$ cat src/design/assert_macros.svh
// ----------------------------------------------------------------------------
// assert_macros.svh
// Shared assertion macros: clocked on i_clk, muted while i_rst_n is low.
// ----------------------------------------------------------------------------
`ifndef ASSERT_MACROS_SVH
`define ASSERT_MACROS_SVH

// Check that a condition holds in every cycle outside reset
`define ASSERT_ALWAYS(lbl, cond, msg) \
    lbl: assert property (@(posedge i_clk) disable iff (!i_rst_n) (cond)) else $error(msg);

// Check that a trigger in one cycle implies a condition in the next cycle
`define ASSERT_NEXT(lbl, trig, cond, msg) \
    lbl: assert property (@(posedge i_clk) disable iff (!i_rst_n) (trig) |=> (cond)) \
        else $error(msg);

`endif

$ cat src/design/msqd_pkg.sv
// ----------------------------------------------------------------------------
// msqd_pkg
// Types and constants shared by the job dispatcher modules.
// ----------------------------------------------------------------------------
`default_nettype none

package msqd_pkg;

    // Fixed field widths
    localparam int TAG_W      = 16;
    localparam int SRV_W      = 4;
    localparam int CNT_OUT_W  = 7;
    localparam int CFG_IDX_W  = 2;
    localparam int CFG_DATA_W = 7;
    localparam int LIMIT_W    = 7;
    localparam int SCOUNT_W   = 5;

    // Configuration register indexes
    localparam logic [CFG_IDX_W-1:0] CFG_LCFS_MODE    = 2'd0;
    localparam logic [CFG_IDX_W-1:0] CFG_QUEUE_LIMIT  = 2'd1;
    localparam logic [CFG_IDX_W-1:0] CFG_SERVER_COUNT = 2'd2;

    // Command codes
    localparam logic CMD_ARRIVE = 1'b0;
    localparam logic CMD_STATUS = 1'b1;

    // Result action codes
    typedef enum logic [1:0] {
        ACT_QUEUED     = 2'd0,
        ACT_DISPATCHED = 2'd1,
        ACT_DROPPED    = 2'd2,
        ACT_NONE       = 2'd3
    } t_action;

    // Requests to the job store
    typedef struct packed {
        logic push;
        logic pop;
        logic lcfs;
    } t_queue_req;

    // Requests to the server pool
    typedef struct packed {
        logic take;     // mark the lowest idle server busy
        logic update;   // write one server's busy bit
        logic upd_val;  // value written on update
    } t_pool_req;

endpackage

`default_nettype wire

$ cat src/design/msqd_server_pool.sv
// ----------------------------------------------------------------------------
// msqd_server_pool
// Busy bit per server and a priority encoder that finds the lowest idle one.
// ----------------------------------------------------------------------------
`default_nettype none

module msqd_server_pool #(
    parameter int MAX_SERVERS = 16,
    parameter int SIDX_W      = 4
) (
    input  wire logic                       i_clk,
    input  wire logic                       i_rst_n,
    input  wire msqd_pkg::t_pool_req        i_req,
    input  wire logic [msqd_pkg::SRV_W-1:0] i_server,
    input  wire logic [6:0]                 i_in_use,
    output logic                            o_found,
    output logic [SIDX_W-1:0]               o_idle_idx
);
    import msqd_pkg::*;

    logic [MAX_SERVERS-1:0] r_busy_bits;
    logic [MAX_SERVERS-1:0] n_busy_bits;

    // Find the lowest idle server in use
    always_comb begin
        o_found    = 1'b0;
        o_idle_idx = '0;
        for (int i = MAX_SERVERS - 1; i >= 0; i--) begin
            if (!r_busy_bits[i] && (i < int'(i_in_use))) begin
                o_found    = 1'b1;
                o_idle_idx = SIDX_W'(i);
            end
        end
    end

    // Apply a take or a status write
    always_comb begin
        n_busy_bits = r_busy_bits;
        for (int i = 0; i < MAX_SERVERS; i++) begin
            if (i_req.take && o_found && (int'(o_idle_idx) == i)) begin
                n_busy_bits[i] = 1'b1;
            end
            if (i_req.update && (int'(i_server) == i)) begin
                n_busy_bits[i] = i_req.upd_val;
            end
        end
    end

    always_ff @(posedge i_clk) begin
        if (!i_rst_n) begin
            r_busy_bits <= '0;
        end else begin
            r_busy_bits <= n_busy_bits;
        end
    end

endmodule

`default_nettype wire

$ cat src/design/msqd_job_queue.sv
// ----------------------------------------------------------------------------
// msqd_job_queue
// Ring store of waiting job tags with head, tail and count; pops from the
// head (oldest) or the tail (newest). Read data is registered.
// ----------------------------------------------------------------------------
`default_nettype none

`include "assert_macros.svh"

module msqd_job_queue #(
    parameter int DEPTH = 64,
    parameter int CW    = 7
) (
    input  wire logic                       i_clk,
    input  wire logic                       i_rst_n,
    input  wire msqd_pkg::t_queue_req       i_req,
    input  wire logic [msqd_pkg::TAG_W-1:0] i_wdata,
    output logic [CW-1:0]                   o_count,
    output logic [msqd_pkg::TAG_W-1:0]      o_rd_data
);
    import msqd_pkg::*;

    localparam int PW = (DEPTH > 1) ? $clog2(DEPTH) : 1;
    localparam logic [PW-1:0] LAST = PW'(DEPTH - 1);

    logic [TAG_W-1:0] mem [DEPTH];
    logic [PW-1:0]    r_head;
    logic [PW-1:0]    r_tail;
    logic [CW-1:0]    r_count;
    logic [PW-1:0]    n_head;
    logic [PW-1:0]    n_tail;
    logic [CW-1:0]    n_count;
    logic [PW-1:0]    tail_next;
    logic [PW-1:0]    tail_prev;
    logic [PW-1:0]    head_next;
    logic [PW-1:0]    rd_addr;

    // Ring neighbours of the pointers
    assign tail_next = (r_tail == LAST) ? '0 : r_tail + PW'(1);
    assign tail_prev = (r_tail == '0) ? LAST : r_tail - PW'(1);
    assign head_next = (r_head == LAST) ? '0 : r_head + PW'(1);
    assign rd_addr   = i_req.lcfs ? tail_prev : r_head;

    // Advance pointers and count
    always_comb begin
        n_head  = r_head;
        n_tail  = r_tail;
        n_count = r_count;
        if (i_req.push) begin
            n_tail  = tail_next;
            n_count = r_count + CW'(1);
        end else if (i_req.pop) begin
            if (i_req.lcfs) begin
                n_tail = tail_prev;
            end else begin
                n_head = head_next;
            end
            n_count = r_count - CW'(1);
        end
    end

    always_ff @(posedge i_clk) begin
        if (!i_rst_n) begin
            r_head  <= '0;
            r_tail  <= '0;
            r_count <= '0;
        end else begin
            r_head  <= n_head;
            r_tail  <= n_tail;
            r_count <= n_count;
        end
    end

    // Write on push, registered read on pop
    always_ff @(posedge i_clk) begin
        if (i_req.push) begin
            mem[r_tail] <= i_wdata;
        end
        if (i_req.pop) begin
            o_rd_data <= mem[rd_addr];
        end
    end

    assign o_count = r_count;

    `ASSERT_ALWAYS(a_no_push_pop, !(i_req.push && i_req.pop), "push and pop in one beat")
    `ASSERT_NEXT(a_pop_dec, i_req.pop && !i_req.push, r_count == $past(r_count) - CW'(1), "pop did not decrement count")

endmodule

`default_nettype wire

$ cat src/design/multi_server_queue_dispatcher.sv
// ----------------------------------------------------------------------------
// multi_server_queue_dispatcher
// Job dispatcher: lowest idle server gets a job, else a bounded FCFS/LCFS
// store holds it; idle status updates pull a waiting job.
// ----------------------------------------------------------------------------
// One command is taken per clock (busy is low except during and just after
// reset). The result of a command taken at a clock edge sits on the o_
// result ports, marked by o_valid, for exactly the next cycle; the receiver
// cannot stall, so it must take the beat then. The rate of one beat per
// clock is set by the combinational decision (priority encode over the busy
// bits plus one store push or pop) and the registered store read that
// supplies a popped tag. Configuration writes are always accepted.
// ----------------------------------------------------------------------------
`default_nettype none

`include "assert_macros.svh"

module multi_server_queue_dispatcher #(
    parameter int QUEUE_DEPTH = 64,
    parameter int MAX_SERVERS = 16
) (
    input  wire logic                            i_clk,
    input  wire logic                            i_rst_n,
    // command channel
    input  wire logic                            start,
    output logic                                 busy,
    input  wire logic                            i_command,
    input  wire logic [msqd_pkg::TAG_W-1:0]      i_job_tag,
    input  wire logic [msqd_pkg::SRV_W-1:0]      i_status_server,
    input  wire logic                            i_status_busy,
    // result strobe
    output logic                                 o_valid,
    output logic [1:0]                           o_action,
    output logic [msqd_pkg::SRV_W-1:0]           o_dispatch_server,
    output logic [msqd_pkg::TAG_W-1:0]           o_dispatch_tag,
    output logic [msqd_pkg::CNT_OUT_W-1:0]       o_waiting_count,
    // configuration write channel
    input  wire logic                            i_cfg_valid,
    output logic                                 o_cfg_ready,
    input  wire logic [msqd_pkg::CFG_IDX_W-1:0]  i_cfg_index,
    input  wire logic [msqd_pkg::CFG_DATA_W-1:0] i_cfg_data
);
    import msqd_pkg::*;

    localparam int CW     = $clog2(QUEUE_DEPTH + 1);
    localparam int LW     = (CW > LIMIT_W) ? CW : LIMIT_W;
    localparam int SIDX_W = (MAX_SERVERS > 1) ? $clog2(MAX_SERVERS) : 1;

    // configuration
    logic                r_lcfs_mode;
    logic [LIMIT_W-1:0]  r_queue_limit;
    logic [SCOUNT_W-1:0] r_server_count;

    // control
    logic                r_busy;
    logic                r_valid;

    // result payload
    t_action             r_action;
    logic [SRV_W-1:0]    r_server;
    logic [TAG_W-1:0]    r_tag;
    logic                r_from_queue;

    logic                accept;
    logic [6:0]          in_use;
    logic [6:0]          scount_ext;
    logic [LW-1:0]       limit_in_use;
    logic                queue_full;
    logic                queue_empty;
    logic                srv_in_use;
    logic                idle_found;
    logic [SIDX_W-1:0]   idle_idx;
    logic [CW-1:0]       q_count;
    logic [TAG_W-1:0]    q_rd_data;
    t_queue_req          q_req;
    t_pool_req           p_req;
    t_action             n_action;
    logic [SRV_W-1:0]    n_server;
    logic [TAG_W-1:0]    n_tag;
    logic                n_from_queue;

    assign accept      = start && !busy;
    assign busy        = r_busy;
    assign o_cfg_ready = 1'b1;

    // Hold configuration registers
    always_ff @(posedge i_clk) begin
        if (!i_rst_n) begin
            r_lcfs_mode    <= 1'b0;
            r_queue_limit  <= LIMIT_W'(64);
            r_server_count <= SCOUNT_W'(16);
        end else if (i_cfg_valid && o_cfg_ready) begin
            case (i_cfg_index)
                CFG_LCFS_MODE:    r_lcfs_mode    <= i_cfg_data[0];
                CFG_QUEUE_LIMIT:  r_queue_limit  <= i_cfg_data[LIMIT_W-1:0];
                CFG_SERVER_COUNT: r_server_count <= i_cfg_data[SCOUNT_W-1:0];
                default: ;
            endcase
        end
    end

    // Saturate server count and queue limit
    assign scount_ext   = 7'(r_server_count);
    assign in_use       = (scount_ext > 7'(MAX_SERVERS)) ? 7'(MAX_SERVERS) : scount_ext;
    assign limit_in_use = (LW'(r_queue_limit) > LW'(QUEUE_DEPTH)) ? LW'(QUEUE_DEPTH)
                                                                   : LW'(r_queue_limit);
    assign queue_full   = LW'(q_count) >= limit_in_use;
    assign queue_empty  = (q_count == '0);
    assign srv_in_use   = 7'(i_status_server) < in_use;

    // Decide the action for this beat
    always_comb begin
        q_req        = '0;
        p_req        = '0;
        q_req.lcfs   = r_lcfs_mode;
        n_action     = ACT_NONE;
        n_server     = '0;
        n_tag        = '0;
        n_from_queue = 1'b0;
        if (accept) begin
            if (i_command == CMD_ARRIVE) begin
                if (idle_found) begin
                    p_req.take = 1'b1;
                    n_action   = ACT_DISPATCHED;
                    n_server   = SRV_W'(idle_idx);
                    n_tag      = i_job_tag;
                end else if (queue_full) begin
                    n_action   = ACT_DROPPED;
                end else begin
                    q_req.push = 1'b1;
                    n_action   = ACT_QUEUED;
                end
            end else if (srv_in_use) begin
                p_req.update  = 1'b1;
                p_req.upd_val = i_status_busy || !queue_empty;
                if (!i_status_busy && !queue_empty) begin
                    q_req.pop    = 1'b1;
                    n_action     = ACT_DISPATCHED;
                    n_server     = i_status_server;
                    n_from_queue = 1'b1;
                end
            end
        end
    end

    msqd_server_pool #(
        .MAX_SERVERS (MAX_SERVERS),
        .SIDX_W      (SIDX_W)
    ) u_pool (
        .i_clk      (i_clk),
        .i_rst_n    (i_rst_n),
        .i_req      (p_req),
        .i_server   (i_status_server),
        .i_in_use   (in_use),
        .o_found    (idle_found),
        .o_idle_idx (idle_idx)
    );

    msqd_job_queue #(
        .DEPTH (QUEUE_DEPTH),
        .CW    (CW)
    ) u_queue (
        .i_clk     (i_clk),
        .i_rst_n   (i_rst_n),
        .i_req     (q_req),
        .i_wdata   (i_job_tag),
        .o_count   (q_count),
        .o_rd_data (q_rd_data)
    );

    // Hold control and the result beat
    always_ff @(posedge i_clk) begin
        if (!i_rst_n) begin
            r_busy  <= 1'b1;
            r_valid <= 1'b0;
        end else begin
            r_busy  <= 1'b0;
            r_valid <= accept;
        end
    end

    always_ff @(posedge i_clk) begin
        if (accept) begin
            r_action     <= n_action;
            r_server     <= n_server;
            r_tag        <= n_tag;
            r_from_queue <= n_from_queue;
        end
    end

    // Drive result ports; a popped tag comes from the store read register
    assign o_valid           = r_valid;
    assign o_action          = r_action;
    assign o_dispatch_server = r_server;
    assign o_dispatch_tag    = r_from_queue ? q_rd_data : r_tag;
    assign o_waiting_count   = CNT_OUT_W'(q_count);

    `ASSERT_NEXT(a_result_follows, accept, o_valid, "accepted beat gave no result")
    `ASSERT_ALWAYS(a_drop_clean, !(o_valid && (r_action == ACT_DROPPED)) || (o_dispatch_tag == '0 && o_dispatch_server == '0), "dropped beat carries a tag")

endmodule

`default_nettype wire
$ cat config.mk
export PLATFORM = sky130hd
export DESIGN_NAME = multi_server_queue_dispatcher
export DESIGN_NICKNAME = d
export VERILOG_FILES = /design/src/design/msqd_pkg.sv /design/src/design/msqd_server_pool.sv /design/src/design/msqd_job_queue.sv /design/src/design/multi_server_queue_dispatcher.sv
export VERILOG_INCLUDE_DIRS = /design/src /design/src/design
export SDC_FILE = /design/constraint.sdc
export NUM_CORES = 2
export LEC_CHECK = 0
export BUFFER_PORTS_ARGS = -buffer_cell sky130_fd_sc_hd__buf_4
export CAP_MARGIN = 20
export CORE_MARGIN = 2
export CORE_UTILIZATION = 55
export CTS_CLUSTER_SIZE = 12
export DETAILED_ROUTE_END_ITERATION = 16
export PLACE_DENSITY = 0.71
export SLEW_MARGIN = 20
export SYNTH_ARGS = -nofsm -noshare
export SYNTH_HDL_FRONTEND = slang
export SYNTH_SLANG_ARGS = --single-unit
$ cat constraint.sdc
create_clock -name i_clk -period 9.51 [get_ports i_clk]
set_clock_uncertainty 0.15 [all_clocks]
set_input_delay 0.4755 -clock i_clk [delete_from_list [all_inputs] [get_ports i_clk]]
set_output_delay 0.4755 -clock i_clk [all_outputs]
set_load 0.03 [all_outputs]
; Word-level counts from Yosys, hierarchy flattened
; Memories as Yosys holds them, arrays and structs flattened. A register that Yosys moved wholly into a read port is not among the register bits.
; Index checks and enable logic that the tools add are counted.
[totals]
reg_bits = 73
latch_bits = 0
ram_bits = 1024
romBits = 0
inputBits = 35
out_inout_bits = 32
wordCells = 291
mem_count = 1
[classes]
addsub = 5
mul = 0
div = 0
order_cmp = 20
eq_ne = 34
shift = 0
muxes = 100
bitwise = 3
n_reduce_logical = 100
[mem_list]
columns = name, depth, width, read_ports, rd_ports_with_merged_regs, write_ports, line
row1 = u_queue.mem, 64, 16, 1, 1, 1, msqd_job_queue.sv:26  ; logic [TAG_W-1:0] mem [DEPTH];
[op_table]
columns = cell, count
row1 = 4-bit two-way mux, 20
row2 = 4-bit equality test (second input constant), 16
row3 = 1-bit two-way mux, 59
row4 = 1-bit logical AND, 51
row5 = 6-bit two-way mux, 7
row6 = 4-bit by 5-bit less-than comparator with 1-bit output (first input constant), 8
row7 = 2-bit nonzero test, 18
row8 = 4-bit by 3-bit equality test with 1-bit output (second input constant), 8
row9 = 7-bit two-way mux, 3
row10 = 3-bit by 5-bit less-than comparator with 1-bit output (first input constant), 4
row11 = 1-bit logical NOT, 19
row12 = 4-bit by 2-bit equality test with 1-bit output (second input constant), 4
row13 = 16-bit two-way mux, 1
row14 = 2-bit two-way mux, 8
row15 = 6-bit by 1-bit adder with 6-bit output (second input constant), 2
row16 = 6-bit equality test (second input constant), 2
row17 = 1-bit by 5-bit less-than comparator with 1-bit output (first input constant), 2
row18 = 2-bit by 5-bit less-than comparator with 1-bit output (first input constant), 2
row19 = 4-bit by 1-bit equality test with 1-bit output (second input constant), 2
row20 = 4-bit logical NOT, 2
row21 = 2-bit AND reduction, 4
row22 = 7-bit by 1-bit adder with 7-bit output (second input constant), 1
row23 = 7-bit >= comparator, 1
row24 = 7-bit greater-than comparator (second input constant), 1
row25 = 15 further kinds, 17

; Logic depth before layout (Yosys ltp)
[depth]
ltp_word = 27
depth_mapped = 18

; Hierarchy
; A second synthesis with hierarchy kept.
[unflattened]
hier_cells = 3295
area_unflattened_um2 = 46736.1
[by_module_without_submodules]
columns = module, n_inst, cells_each, area_each_um2, seq_area_each_um2
row1 = msqd_job_queue, 1, 2922, 43299.0, 31610.3
row2 = multi_server_queue_dispatcher, 1, 172, 1960.6, 991.0
row3 = msqd_server_pool, 1, 201, 1476.4, 320.3

; Least setup slack after synthesis
; Ideal clock, no wire load.
[synth_timing]
path_type = register to register
start = register u_queue.r_count[0] (netlist: u_queue.o_count[0])
end = memory u_queue.mem[25][0] (enable)
arrival_ns = 3.534
required_ns = 8.951
setup_slack_ns = 5.416
stages_incl_launch_ff = 13
path_buffers = 2
period_less_slack_ns = 4.094
cell_sequence = dfxtp_1 > inv_1 > ha_1 > nand2b_1 > a21o_1 > a21oi_1 > o211ai_1 > or3_1 > buf_2 > inv_2 > buf_4 > nand3_1 > nor3_1
[synth_between]
elab_chain_len = 7
[synth_lines]
columns = item, line
row1 = start: declaration, msqd_job_queue.sv:29  ; logic [CW-1:0] r_count;
row2 = start signal: assignment, msqd_job_queue.sv:70  ; r_count <= n_count;
row3 = 7-bit >= comparator, multi_server_queue_dispatcher.sv:107  ; assign queue_full = LW'(q_count) >= limit_in_use;
row4 = 1-bit two-way mux, multi_server_queue_dispatcher.sv:127  ; end else if (queue_full) begin
row5 = 1-bit two-way mux, multi_server_queue_dispatcher.sv:122  ; if (idle_found) begin
row6 = 1-bit two-way mux, multi_server_queue_dispatcher.sv:121  ; if (i_command == CMD_ARRIVE) begin
row7 = 2-bit two-way mux, multi_server_queue_dispatcher.sv:120  ; if (accept) begin
row8 = 1-bit two-way mux, msqd_job_queue.sv:76  ; if (i_req.push) begin
row9 = 1-bit two-way mux (not written as such), msqd_job_queue.sv:77  ; mem[r_tail] <= i_wdata;
row10 = end: declaration, msqd_job_queue.sv:26
; Every way passes these cells.

; Worst setup path in the final report
[layout_timing]
start = register u_queue.r_tail[0]
end = register u_queue.o_rd_data[3] in the netlist's numbering, read port of u_queue.mem, data pin
[layout_between]
elab_chain_len = 3
[layout_lines]
columns = item, line
row1 = start: declaration, msqd_job_queue.sv:28  ; logic [PW-1:0] r_tail;
row2 = start signal: assignment, msqd_job_queue.sv:69  ; r_tail <= n_tail;
row3 = 6-bit by 1-bit subtractor with 6-bit output / 6-bit logical NOT (equally long branches), msqd_job_queue.sv:40  ; assign tail_prev = (r_tail == '0) ? LAST : r_tail - PW'(1);
row4 = 6-bit two-way mux *, msqd_job_queue.sv:40
row5 = 6-bit two-way mux *, msqd_job_queue.sv:42  ; assign rd_addr = i_req.lcfs ? tail_prev : r_head;
row6 = end: declaration, msqd_job_queue.sv:19  ; output logic [msqd_pkg::TAG_W-1:0] o_rd_data
; Every way passes the cells marked *; elsewhere a longest branch is shown, timed or not.
; A chain may end at the register's enable or synchronous reset.

==> summary.txt <==
Outcome
  • Outcome: finished clean

Synth
  • Yosys warns: 0
  • EDFF count, synth: 1063
  • Seq cells post-synth: around 1100
  • Most frequent cell after synthesis: edfxtp_1
  • Sequential fraction of the synthesis area: 73.0%
  • Avg Cell Area, Syn: between 15 and 20 um2
  • Synth area leaders: edfxtp_1 (71%), mux4_2 (7.1%), dfxtp_1 (2.2%)
  • Async set-or-reset flop fraction in the synthesized netlist: 0%
  • Area of the mapped netlist: between 40000 and 50000 um2
  • Synth top area share: 70.8%
  • Post-synth top cells: edfxtp_1 (1063), nand2_1 (246), mux4_2 (143), clkbuf_1 (121)
  • Yosys top cell by area: edfxtp_1
  • Synth unique cells: roughly 80
  • Synthesized Nets: about 2800
  • Post-synth top flop: edfxtp_1
  • Cells after Synth: roughly 2700

Critical path
  • Worst setup SP type: flop
  • WP buf/inv: 3
  • WP data required: between 9000 and 10000 ps
  • CP max FO: 90
  • Crit end category: flop
  • CP max stage cell: buf_4
  • Worst EP arrival: between 5000 and 6000 ps
  • Critical-path cell list: inv_1 -> ha_1 -> nand2_2 -> buf_4 -> nand2_4 -> buf_4 -> nand2_2 -> o221ai_1 -> a21oi_1 -> nor4_1 -> a31o_1
  • CP delay by family, top: simple AND/OR/NAND/NOR gates
  • Crit Path Category: flop to flop
  • CP max stage delay: slightly below 800 ps

Drt
  • DR DRC count: 0
  • WL/cell: between 20 and 30 um
  • Via count: 26159
  • Drt first pass iters: 5
  • Drt total wl: 117 mm
  • DRT iter0 DRCs: around 3800
  • Vias per Instance: ~6.6
  • Detail Route Antenna Nets: 0

Floorplan
  • Die Outline Area: roughly 84000 um2
  • Die W: 290 um
  • Starting Density: a little under three fifths
  • # IOs: 67
  • Site row count: ~110
  • CORE AREA: 81600 um2
  • Die H: 290 um

Clock network
  • Post-CTS setup buffers: 0
  • Clock Pin Slew Worst Setup and Hold Paths: 60 ps
  • H-tree Lvls: 3
  • Clk_lat worst skew: 670 ps
  • Root buffer cell: clkbuf_16
  • Clock buffer depth: 3
  • TritonCTS clock tree: done
  • Cts bufs inserted: ~110
  • CTS Sinks: ~1100

Pwr
  • Pwr dens: just under 200 nW/um2
  • P_leak: about 0.017 uW
  • Peak supply drop: about 0.15 mV

Timing
  • Slew Viols, Final: 0
  • Fin worst setup slack: around 4300 ps
  • FMAX: 0.191 GHz
  • Unrepaired setup endpoints after global routing: no
  • Setup TNS: 0 ps
  • Period Utilization, post-route: a little under three fifths
  • Worst-margin pin slew: approximately 1200 ps
  • Min Tclk post-route: 5240 ps
  • Final setup fails: 0
  • Slew headroom: approximately 20%
  • Final hold violations: 0

Flow run
  • Max-Cap Viols: 0

Global route
  • First-pass GRT wire length: about 170 mm
  • Gr ovfl total: 0
  • GRT Overall Usage: about 28%
  • Vias in the first global route: around 25000
  • Initial antenna violation count: 0
  • Largest net degree at the start of global routing: about 160

Hold path
  • Worst hold path type: input port to flop

Finish
  • Core Util, Final: 61.5%
  • Area growth syn-to-layout: 11.3%
  • Share of cells above drive strength 1: between 10% and 20%
  • Footprint of the multi-input gates: approximately 11000 um2
  • Register area: between 30000 and 40000 um2
  • Fin nets: between 2000 and 3000
  • Fillcell total: around 5700

Place
  • Routability cong.: a little over 0.9
  • Pre-CTS setup slack: about 4000 ps
  • Detailed placement HPWL: between 60 and 70 mm
  • IO buf count: 65
[what timing repair did]
action,CTS,global route
endpoints found under the hold margin,13,0
hold buffers,9,0
gates resized for setup,0,0
setup endpoints to repair,0,0
[layer usage]
metal,vias up,global-route usage (%),share of wire [%]
met5,-,0,0
met4,0,10.5,3.8
met3,217,5.02,10
met2,1600,42.5,47
met1,13248,40.0,39
li1,11094,-,-
[power breakdown]
group,internal (uW),switching (uW)
logic,142,305
registers,5370,7.80
clock network,2260,1760
[flip-flops by register name, summed over array words and instances, names as in the netlist, 2 cells and up]
register	count
r_queue_limit	7
u_queue.o_count	7
u_queue.o_rd_data	16
u_queue.mem	1024
o_dispatch_server	4
u_queue.r_tail	6
u_queue.r_head	6
o_action	2
r_server_count	5
u_pool.r_busy_bits	16
r_tag	16
[path summary, 6_finish.rpt]
check	startpoint	to	slack [ps]	cells after the start
setup / recovery	u_queue.r_tail[0]$_SDFFE_PN0P_	u_queue.o_rd_data[3]$_DFFE_PP_	4270	11
hold / removal	i_cfg_index[0]	r_lcfs_mode$_SDFFE_PN0P_	30	5
setup reg to reg	u_queue.r_tail[0]$_SDFFE_PN0P_	u_queue.o_rd_data[3]$_DFFE_PP_	4270	11
hold reg to reg	r_queue_limit[0]$_SDFFE_PN0P_	r_queue_limit[0]$_SDFFE_PN0P_	350	2
[layout make-up]
class,instances,share of cell area (%)
clock inverter,32,0.568
antenna,2,0.00997
multi-input combinational,1401,22.7
sequential,1113,65.6
timing repair buffer,150,2.36
clock buffer,150,5.95
tap,1070,2.67
inverter,24,0.179
[logic make-up after synthesis]
group / synth area share, %
DFF: 73.0
and+or+nand+nor: 6.94
AOI/OAI and AO/OA: 7.56
muxes: 9.81
buffers and inverters: 1.89
adders and majority gates: 0.572
xor gates and xnor gates: 0.214
other: 0.00832
[metrics by stage]
stage	cells	power, uW	cell area, um2	hold slack (ps)
floorplan	2722	5730	45100	297
global placement	3749	5910	46800	326
detailed placement	3749	5920	46800	343
CTS	3940	9890	50200	13.0
global route	3940	10100	50200	44.2
finish	3942	9850	50200	32.4
[placed cells by master (no fill, tap or decap), types with 19 or more instances in the layout]
cell type / count
edfxtp_1: 1063
nand2_1: 242
mux4_2: 143
buf_4: 138
clkbuf_16: 114
and3_1: 106
nor2_1: 103
a211oi_1: 103
mux2i_1: 100
a21oi_1: 70
nand3_1: 62
dfxtp_1: 50
a31oi_1: 46
o21ai_0: 36
clkbuf_1: 36
o221ai_1: 29
o311a_1: 26
inv_1: 21
a22o_1: 19
ha_1: 19
[worst reg2reg max path, cell delays in order (launching register included)]
cell and delay, ps:
dfxtp_1 530, inv_1 210, ha_1 380, nand2_2 60
buf_4 430, nand2_4 800, buf_4 810, nand2_2 630
o221ai_1 470, a21oi_1 130, nor4_1 360, a31o_1 150
Note: power is estimated with default switching activity, not from simulation.
